**src/rtl/core/brc_pkg.sv**
```systemverilog
// Shared widths and constants for the byte recurrence checksum.
package brc_pkg;

    localparam int DATA_W = 8;
    localparam int TERM_W = 16;
    localparam int POS_W  = 8;

    // First byte offset and per-position coefficient steps
    localparam logic [TERM_W-1:0] FIRST_OFFSET = 16'd7;
    localparam logic [POS_W-1:0]  ALPHA_STEP   = 8'd17;
    localparam logic [POS_W-1:0]  BETA_STEP    = 8'd31;

    // Fold modulus (2^16 - 1) and reset values of the recurrence
    localparam logic [TERM_W:0]   MOD_FOLD     = 17'd65535;
    localparam logic [TERM_W-1:0] PREV_INIT    = 16'd1;
    localparam logic [TERM_W-1:0] CUR_INIT     = 16'd0;
    localparam logic [POS_W-1:0]  POS_INIT     = 8'd0;
    localparam logic [POS_W-1:0]  POS_FIRST    = 8'd1;

endpackage

```
**src/rtl/core/byte_recurrence_checksum.sv**
```systemverilog
// Top level of the byte recurrence checksum: request register, state and result register.
//
//   channel  | handshake                   | payload
//   ---------+-----------------------------+--------------------------------
//   item     | item_valid / item_ready     | data_byte[7:0], last_byte
//   result   | result_valid / result_ready | checksum[15:0]
//
// A request is captured in the request register, then stepped through the recurrence;
// one request per cycle is sustained unless a last byte waits for a full result slot,
// and the checksum enters the result register when its last byte steps. The
// combinational step (two small multiplies and a mod 65535 fold) bounds the clock.
// Reset clears the message state (prev 1, cur 0, position 0, no message open).
// A stalled result only holds back a pending last byte; other bytes keep flowing.
module byte_recurrence_checksum (
    input  logic                        clk,
    input  logic                        rst_n,
    input  logic                        item_valid,
    output logic                        item_ready,
    input  logic [brc_pkg::DATA_W-1:0]  data_byte,
    input  logic                        last_byte,
    output logic                        result_valid,
    input  logic                        result_ready,
    output logic [brc_pkg::TERM_W-1:0]  checksum
);
    import brc_pkg::*;

    logic              req_valid_reg;
    logic [DATA_W-1:0] req_byte_reg;
    logic              req_last_reg;

    logic [TERM_W-1:0] prev_reg,   prev_next;
    logic [TERM_W-1:0] cur_reg,    cur_next;
    logic [POS_W-1:0]  pos_reg,    pos_next;
    logic              in_msg_reg, in_msg_next;

    logic              out_valid_reg;
    logic [TERM_W-1:0] out_sum_reg;

    logic              out_free;
    logic              step_go;
    logic [TERM_W-1:0] step_term;
    logic [TERM_W-1:0] new_prev;
    logic [TERM_W-1:0] new_cur;
    logic [POS_W-1:0]  new_pos;

    brc_step u_step (
        .data_byte (req_byte_reg),
        .byte_pos  (pos_reg),
        .cur_term  (cur_reg),
        .prev_term (prev_reg),
        .next_term (step_term)
    );

    // Advance the held request unless it is a last byte facing a full result slot
    assign out_free   = !out_valid_reg || result_ready;
    assign step_go    = req_valid_reg && (!req_last_reg || out_free);
    assign item_ready = !req_valid_reg || step_go;

    // Recurrence update for the held byte
    always_comb
    begin
        if (!in_msg_reg)
        begin
            new_prev = PREV_INIT;
            new_cur  = {{(TERM_W-DATA_W){1'b0}}, req_byte_reg} + FIRST_OFFSET;
            new_pos  = POS_FIRST;
        end
        else
        begin
            new_prev = cur_reg;
            new_cur  = step_term;
            new_pos  = pos_reg + POS_W'(1);
        end
    end

    // Advance the message state on a stepped byte; drop back to the idle state after the last byte
    always_comb
    begin
        prev_next   = prev_reg;
        cur_next    = cur_reg;
        pos_next    = pos_reg;
        in_msg_next = in_msg_reg;
        if (step_go)
        begin
            if (req_last_reg)
            begin
                prev_next   = PREV_INIT;
                cur_next    = CUR_INIT;
                pos_next    = POS_INIT;
                in_msg_next = 1'b0;
            end
            else
            begin
                prev_next   = new_prev;
                cur_next    = new_cur;
                pos_next    = new_pos;
                in_msg_next = 1'b1;
            end
        end
    end

    // Message state
    always_ff @(posedge clk or negedge rst_n)
    begin
        if (!rst_n)
        begin
            prev_reg   <= PREV_INIT;
            cur_reg    <= CUR_INIT;
            pos_reg    <= POS_INIT;
            in_msg_reg <= 1'b0;
        end
        else
        begin
            prev_reg   <= prev_next;
            cur_reg    <= cur_next;
            pos_reg    <= pos_next;
            in_msg_reg <= in_msg_next;
        end
    end

    // Request register
    always_ff @(posedge clk or negedge rst_n)
    begin
        if (!rst_n)
        begin
            req_valid_reg <= 1'b0;
        end
        else if (item_ready)
        begin
            req_valid_reg <= item_valid;
        end
    end

    always_ff @(posedge clk)
    begin
        if (item_ready && item_valid)
        begin
            req_byte_reg <= data_byte;
            req_last_reg <= last_byte;
        end
    end

    // Result register
    always_ff @(posedge clk or negedge rst_n)
    begin
        if (!rst_n)
        begin
            out_valid_reg <= 1'b0;
        end
        else if (step_go && req_last_reg)
        begin
            out_valid_reg <= 1'b1;
        end
        else if (result_ready)
        begin
            out_valid_reg <= 1'b0;
        end
    end

    always_ff @(posedge clk)
    begin
        if (step_go && req_last_reg)
        begin
            out_sum_reg <= new_cur;
        end
    end

    assign result_valid = out_valid_reg;
    assign checksum     = out_sum_reg;

    // Terms stay reduced below the modulus
    a_terms_reduced: assert property (@(posedge clk) disable iff (!rst_n)
        (cur_reg != 16'hFFFF) && (prev_reg != 16'hFFFF))
        else $error("recurrence term not reduced");

    // Idle state matches the reset values
    a_idle_state: assert property (@(posedge clk) disable iff (!rst_n)
        !in_msg_reg |-> (pos_reg == POS_INIT) && (prev_reg == PREV_INIT)
                        && (cur_reg == CUR_INIT))
        else $error("idle state not cleared");

    // A stepped last byte closes the message and raises a result
    a_last_closes: assert property (@(posedge clk) disable iff (!rst_n)
        (step_go && req_last_reg) |=> (!in_msg_reg && out_valid_reg))
        else $error("last byte did not close message");

    // A last byte never overwrites a pending result
    a_no_overwrite: assert property (@(posedge clk) disable iff (!rst_n)
        (step_go && req_last_reg) |-> (!out_valid_reg || result_ready))
        else $error("result overwritten");

    // A held byte moves whenever it does not need the result slot
    a_no_idle_stall: assert property (@(posedge clk) disable iff (!rst_n)
        (req_valid_reg && !req_last_reg) |-> step_go)
        else $error("non-final byte stalled");

endmodule

```
**src/rtl/core/brc_step.sv**
```systemverilog
// One recurrence step: ((byte + alpha) * cur - beta * prev) folded mod 65535.
module brc_step (
    input  logic [brc_pkg::DATA_W-1:0] data_byte,
    input  logic [brc_pkg::POS_W-1:0]  byte_pos,
    input  logic [brc_pkg::TERM_W-1:0] cur_term,
    input  logic [brc_pkg::TERM_W-1:0] prev_term,
    output logic [brc_pkg::TERM_W-1:0] next_term
);
    import brc_pkg::*;

    // Reduce a 25-bit value mod 2^16-1: high part plus low part, one correction
    function automatic logic [TERM_W-1:0] fold25(input logic [24:0] x);
        logic [TERM_W:0] s;
        begin
            s = {1'b0, x[15:0]} + {8'b0, x[24:16]};
            if (s >= MOD_FOLD)
            begin
                fold25 = TERM_W'(s - MOD_FOLD);
            end
            else
            begin
                fold25 = s[TERM_W-1:0];
            end
        end
    endfunction

    logic [POS_W-1:0]  alpha;
    logic [POS_W-1:0]  beta;
    logic [8:0]        coef;
    logic [24:0]       prod;
    logic [23:0]       sub;
    logic              neg;
    logic [TERM_W-1:0] prod_m;
    logic [TERM_W-1:0] sub_m;
    logic [17:0]       diff;

    // Position coefficients, mod 256
    assign alpha = POS_W'(byte_pos * ALPHA_STEP);
    assign beta  = POS_W'(byte_pos * BETA_STEP);
    assign coef  = {1'b0, data_byte} + {1'b0, alpha};

    // Two narrow products
    assign prod = {16'b0, coef} * {9'b0, cur_term};
    assign sub  = {16'b0, beta} * {8'b0, prev_term};

    // A negative difference wraps mod 2^64, which is one more mod 2^16-1
    assign neg    = prod < {1'b0, sub};
    assign prod_m = fold25(prod);
    assign sub_m  = fold25({1'b0, sub});
    assign diff   = {2'b0, prod_m} - {2'b0, sub_m} + {17'b0, neg};

    // Bring the signed residue back into 0..65534
    always_comb
    begin
        if (diff[17])
        begin
            next_term = TERM_W'(diff + {1'b0, MOD_FOLD});
        end
        else if (diff >= {1'b0, MOD_FOLD})
        begin
            next_term = TERM_W'(diff - {1'b0, MOD_FOLD});
        end
        else
        begin
            next_term = diff[TERM_W-1:0];
        end
    end

endmodule

```
**config.mk**
```make
export PLATFORM = sky130hd
export DESIGN_NAME = byte_recurrence_checksum
export DESIGN_NICKNAME = d
export VERILOG_FILES = /design/src/rtl/core/brc_pkg.sv /design/src/rtl/core/byte_recurrence_checksum.sv /design/src/rtl/core/brc_step.sv
export SDC_FILE = /design/constraint.sdc
export NUM_CORES = 1
export LEC_CHECK = 0
export BUFFER_PORTS_ARGS = -buffer_cell sky130_fd_sc_hd__buf_2
export CAP_MARGIN = 0
export CORE_ASPECT_RATIO = 0.8
export CORE_MARGIN = 2
export CORE_UTILIZATION = 65
export CTS_CLUSTER_SIZE = 28
export DETAILED_ROUTE_END_ITERATION = 16
export GPL_TIMING_DRIVEN = 0
export PLACE_DENSITY = 0.82
export RECOVER_POWER = 100
export SLEW_MARGIN = 20
export SYNTH_ARGS = -nofsm -noshare
export SYNTH_HDL_FRONTEND = slang
export SYNTH_SLANG_ARGS = --single-unit
```
**constraint.sdc**
```tcl
create_clock -name clk -period 15.8 [get_ports clk]
set_input_delay 3.16 -clock clk [delete_from_list [all_inputs] [get_ports clk]]
set_output_delay 3.16 -clock clk [all_outputs]
set_load 0.03 [all_outputs]
```
# After elaboration in Yosys (flattened, before gate mapping)
# Cells that the tools add are included.
# op_classes
n_lt_le_gt_ge	4
n_reduce_logical	10
mul	4
addsub	11
muxes	13
# ops
op	n
16-bit two-way mux	8
16-bit subtractor, second input constant	3
17-bit by 16-bit greater-or-equal comparator with 1-bit output, second input constant	2
25-bit by 24-bit less-than comparator with 1-bit output	1
9-bit by 16-bit multiplier with 25-bit output	1
8-bit by 16-bit multiplier with 24-bit output	1
18-bit by 1-bit adder with 18-bit output	1
18-bit by 16-bit greater-or-equal comparator with 1-bit output, second input constant	1
16-bit by 8-bit adder with 17-bit output	1
16-bit by 9-bit adder with 17-bit output	1
16-bit by 16-bit subtractor with 17-bit output	1
16-bit adder, second input constant	1
8-bit by 5-bit multiplier with 8-bit output, second input constant	2
8-bit two-way mux	2
8-bit by 3-bit adder with 9-bit output, second input constant	1
8-bit by 8-bit adder with 9-bit output	1
8-bit by 1-bit adder with 8-bit output, second input constant	1
1-bit logical AND	3
1-bit logical NOT	3
1-bit logical OR	3
1-bit two-way mux	3
2-bit nonzero test	1
# totals
output_inout_bits	18
ff_bits	68

# Depth between registers and ports, before layout
# logic_depth
word_depth	13
ltp_mapped	58
depth_no_buf	54

# By module
# A second synthesis with hierarchy kept.
# hier_totals
cells_unflattened	1852
hier_area_um2	15897.7
# by_module_without_submodules
module	area_each_um2	cells_each	seq_area_each_um2	instances
brc_step	13127.6	1636	0.0	1
byte_recurrence_checksum	2770.2	216	1828.0	1

# Worst setup path before layout
# OpenSTA, ideal clock, no wires.
# synth_timing
kind	register to register
start	reg pos_reg[2]
end	reg out_sum_reg[3] (netlist: checksum[3]), data pin
required_ps	15540
arrival_ps	13811
stages_incl_launch_ff	58
path_slack_ps	1729
synth_period_minus_slack_ps	14071
cell_sequence	dfrtp_1 > inv_1 > fa_1 > inv_1 > fa_1 > inv_1 > fa_1 > inv_1 > ha_1 > a21oi_1 > xnor2_1 > clkbuf_1 > and2_1 > fa_1 > inv_1 > fa_1 > fa_1 > fa_1 > [... 22 more ...] > xor2_1 > ha_1 > inv_1 > fa_1 > a21o_1 > a221oi_1 > xnor2_1 > nand3_1 > or3_1 > clkbuf_1 > nor3_1 > nor4bb_1 > nor3_1 > o41ai_2 > buf_4 > nand2_1 > xor2_1 > mux2_2
# synth_via
elab_chain_len	12
word_cells_on_any_way	22
# synth_lines
item	line	text
start: declaration	byte_recurrence_checksum.sv:33	logic [POS_W-1:0] pos_reg, pos_next;
start signal: assignment	byte_recurrence_checksum.sv:116	pos_reg <= pos_next;
8-bit by 5-bit multiplier with 8-bit output	brc_step.sv:38	assign alpha = POS_W'(byte_pos * ALPHA_STEP);
8-bit by 8-bit adder with 9-bit output	brc_step.sv:40	assign coef = {1'b0, data_byte} + {1'b0, alpha};
9-bit by 16-bit multiplier with 25-bit output	brc_step.sv:43	assign prod = {16'b0, coef} * {9'b0, cur_term};
16-bit by 9-bit adder with 17-bit output	brc_step.sv:15	s = {1'b0, x[15:0]} + {8'b0, x[24:16]};
16-bit subtractor or 17-bit by 16-bit greater-or-equal comparator with 1-bit output (tied branches)	brc_step.sv:18, brc_step.sv:16	
16-bit two-way mux	brc_step.sv:16	if (s >= MOD_FOLD)
16-bit by 16-bit subtractor with 17-bit output	brc_step.sv:50	assign diff = {2'b0, prod_m} - {2'b0, sub_m} + {17'b0, neg};
18-bit by 1-bit adder with 18-bit output (*)	brc_step.sv:50	
16-bit subtractor or 18-bit by 16-bit greater-or-equal comparator with 1-bit output (tied branches)	brc_step.sv:61, brc_step.sv:59	
16-bit two-way mux	brc_step.sv:59	else if (diff >= {1'b0, MOD_FOLD})
16-bit two-way mux (*)	brc_step.sv:55	if (diff[17])
16-bit two-way mux (*)	byte_recurrence_checksum.sv:62	if (!in_msg_reg)
net new_cur[3]	byte_recurrence_checksum.sv:43	logic [TERM_W-1:0] new_cur;
end signal: assignment	byte_recurrence_checksum.sv:164	out_sum_reg <= new_cur;
end: declaration	byte_recurrence_checksum.sv:37	logic [TERM_W-1:0] out_sum_reg;
# Mark *: on every way through the listed nets, which the timed path passes. The rest lies on a longest branch.
# A chain may end at the register's enable or synchronous reset.

# Worst setup path in the final report
# layout_timing
start	reg pos_reg[5]
end	reg out_sum_reg[13] (netlist: checksum[13]), data pin
# The elaborated chain is that of the path after synthesis.

==> results by stage <==
Status:
- The flow ran to the end, but the final reports show violations.
- The checks that failed: capacitance limit, slew limit.

Die:
- The initial core utilization is roughly two thirds.
- The area of the die is roughly 0.026 mm2.
- The horizontal die dimension is 178 um.
- The die is roughly 140 um tall.
- The placeable core area is approximately 0.024 mm2.
- The number of core rows is around 50.
- The number of top-level pins is 31.

Clocking:
- TritonCTS built the clock tree.
- The number of H-tree branching levels is 3.
- Clock latency on the worst-skew pair, taken at its later pin, is about 340 ps.
- The longest clock path from root to sink contains 2 buffers.
- After clock tree synthesis, the flow added hold-fix buffers numbering 0.
- The clock-pin slew of the registers on the worst-case setup and hold paths is around 60 ps.
- The number of buffers added by the clock tree synthesis step is 9.
- The cell sitting at the root of the clock tree is a sky130_fd_sc_hd__clkbuf_16.
- The tree built by TritonCTS fans out to roughly 70 sinks.

Timing:
- The final critical-path required period is about 15,000 ps.
- Setup violations remaining at the end of the flow were counted as 0.
- Dividing the final minimum period by the clock period gives 96.3%.
- The max-slew violation count is between 40 and 50.
- The worst setup skew after layout is roughly 7.4 ps.
- The hold violation total from the final report is 0.
- For the pin with the worst max-slew slack, the measured transition is about 2300 ps.
- Headroom to the max-slew limit came out at -53.4%.
- Timing would allow up to roughly 0.066 GHz.

Synth:
- Summed over all instances, the cell type with the most area after synthesis is sky130_fd_sc_hd__fa_1.
- The number of warning messages in the yosys log is 0.
- Among all cell types in the netlist, the one instantiated most often is sky130_fd_sc_hd__inv_1.
- The average instance in the mapped netlist occupies around 8.6 um2.
- The number of distinct library cells after synthesis is 81.
- Of the post-synthesis cell area, the dominant cell type holds between 20 and 25%.
- The number of nets in the synthesized netlist is roughly 2,200.
- The share of synthesized flip-flops with an asynchronous set or reset is ~63%.
- After synthesis, the cell types taking the most area are sky130_fd_sc_hd__fa_1 (25%), sky130_fd_sc_hd__ha_1 (14%), sky130_fd_sc_hd__dfrtp_1 (6.6%).
- After synthesis, flip-flops and latches occupy 11.6% of the total area.
- By count the netlist is led by sky130_fd_sc_hd__inv_1 (264), sky130_fd_sc_hd__nand2_1 (219), sky130_fd_sc_hd__fa_1 (197).
- In the synthesized netlist the dominant register cell turns out to be sky130_fd_sc_hd__dfrtp_1.
- The synthesized netlist cell count is between 1,500 and 2,000.
- Summing every instance area after synthesis gives 0.0158 mm2.
- The synthesized flop and latch total is a little under 70.
- Counting flops with a built-in enable in the synthesized netlist gives 25.

Routing:
- The routed length per placed instance is 19.6 um.
- For this run, design rule violations remaining after detail routing come to 0.
- The highest metal layer carrying signal wires in the routed design is met4.
- The number of vias per cell is roughly 6.2.
- The routed length on met2 is between 15,000 and 20,000 um.
- The first detailed-routing pass took 6 iterations.
- The detailed router put a total of ~18,000 um of wire on met1.
- The met3 routed wirelength is 3910 um.
- The final layout contains routed wiring with a total length of approximately 44,000 um.
- The total number of vias is 13,800.
- The number of DRC markers in iteration 0 is ~1,400.
- The detail route stage leaves a number of antenna-violating nets equal to 0.

Placement:
- The detailed placer's ending HPWL is ~35,000 um.
- The weighted congestion reported at the end of routability-driven placement is about 0.94.
- The number of input and output port buffers inserted is 30.

GRT:
- The total overflow reported by the global router is 0.
- The via count of the first global-routing pass is roughly 13,000.
- Global routing used between 30% and 40% of the available tracks across all layers.
- Entering global routing, the biggest net connects 44 pins.
- The wire length of the first global-routing pass is a little under 70,000 um.
- The number of antenna violations at the first check in global routing came to 0.

Critical path:
- The required time at the endpoint of the critical path is roughly 16,000 ps.
- The worst reg2reg path startpoint is pos_reg[5]$_DFFE_PN0P_.
- Counting stages on the worst path, the most repeated cell is sky130_fd_sc_hd__fa_1.
- The number of cells on the worst reg-to-reg path is 46.
- In this design, the stage delay of the slowest critical-path cell is 540 ps.
- The slowest stage cell on the critical path is sky130_fd_sc_hd__fa_1.
- The worst path arrival time is between 15,000 and 20,000 ps.
- The capturing element type of the critical path is a flip-flop.
- The worst register-to-register path has a setup slack of about 580 ps.
- The critical path crosses 46 cells after its start point.
- Grouping stages by cell kind, the critical path spends the most delay in adder cells.
- The last element of the critical path is checksum[13]$_DFFE_PP_.
- The origin of the worst setup path is pos_reg[5]$_DFFE_PN0P_.
- The critical path buffer and inverter count is 4.
- The maximum fanout encountered on the critical timing path is 10.
- The endpoint identified for the worst register-to-register timing path is checksum[13]$_DFFE_PP_.
- The category of the critical setup timing path is reg2reg.
- The startpoint kind of the worst setup timing path is a flip-flop.

Hold path:
- The worst hold path belongs to the class reg2reg.
- The worst min-delay path startpoint is cur_reg[1]$_DFFE_PN0P_.

Cells and area:
- Compared with the post-synthesis result, the final layout area differs by 8.66%.
- The net count of the finished layout is 2,286.
- The post-route netlist has under 10% of its cells at a drive strength greater than 1.
- The repair_antennas step left the layout with diodes totalling 0.
- Measured on the finished design, the core utilization comes to a little under three quarters.

Run:
- The tool flagged a number of max-cap violations equal to 1.
==> stage by stage <==
stage / instance area [um2] / hold slack, ps / instances / setup TNS [ps] / setup slack, ps
final: 17200 / 488 / 2225 / 0 / 578
after detailed placement: 16400 / 475 / 2189 / -24720 / -914
after global placement: 16400 / 471 / 2189 / -14890 / -613
after global routing: 17200 / 506 / 2225 / -512 / -102
after CTS: 16800 / 487 / 2207 / 0 / 5.42
after floorplan: 15800 / 459 / 1841 / 0 / 1730
==> layout make-up <==
cell class	instances	area [um2]
Sequential cell	68	1830
Multi-Input combinational cell	1446	13100
Inverter	264	991
Clock inverter	7	124
Clock buffer	9	225
Fill cell	1835	6940
Timing Repair Buffer	50	274
Tap cell	318	398
Buffer	63	250
==> logic make-up (layout without fill, tap and decap cells) <==
group	after synthesis	in the layout	synth area share, %
flops	68	68	11.6
mux	9	9	0.617
compound gates	317	317	14.0
fa+ha+maj	374	374	38.9
xor+xnor	148	148	8.20
simple gates	598	598	18.9
buf+inv	327	393	7.78
==> how the worst min path moves through the flow <==
stage / end / slack, ps / depth (start not counted)
6_report: prev_reg[1]$_DFFE_PN0P_ / 490 / 1
5_1_grt: prev_reg[14]$_DFFE_PN0P_ / 510 / 1
4_1_cts: prev_reg[1]$_DFFE_PN0P_ / 490 / 1
3_5_place_dp: prev_reg[1]$_DFFE_PN0P_ / 480 / 1
3_3_place_gp: prev_reg[1]$_DFFE_PN0P_ / 470 / 1
2_1_floorplan: cur_reg[2]$_DFFE_PN0P_ / 460 / 2
==> layout by cell type, fill, tap and decap left out, types with 25 or more instances in the layout <==
cell and instances:
sky130_fd_sc_hd__a21o_1 42, sky130_fd_sc_hd__a21oi_1 74, sky130_fd_sc_hd__and2_1 141, sky130_fd_sc_hd__clkbuf_1 67
sky130_fd_sc_hd__dfrtp_1 37, sky130_fd_sc_hd__edfxtp_1 25, sky130_fd_sc_hd__fa_1 197, sky130_fd_sc_hd__ha_1 174
sky130_fd_sc_hd__inv_1 264, sky130_fd_sc_hd__nand2_1 219, sky130_fd_sc_hd__nand3_1 32, sky130_fd_sc_hd__nor2_1 72
sky130_fd_sc_hd__nor2b_1 25, sky130_fd_sc_hd__o21ai_0 49, sky130_fd_sc_hd__xnor2_1 87, sky130_fd_sc_hd__xor2_1 45
==> routing by layer <==
metal | vias to the layer above | track usage [%]
met1 | 6744 | 48.3
met5 | - | 0
li1 | 6190 | -
met4 | 0 | 14.5
met3 | 129 | 5.95
met2 | 689 | 52.4
==> timing repair <==
| item | CTS | global route |
|---|---|---|
| pin swaps | 2 | 10 |
| setup buffers | 2 | 17 |
| endpoints found under the hold margin | 0 | 0 |
| gates cloned | 0 | 1 |
| resized for setup | 18 | 54 |
| setup endpoints to repair | 32 | 32 |
Power is not shown: default switching activity piles up to over one toggle a cycle in this logic, so the estimate is an artifact.
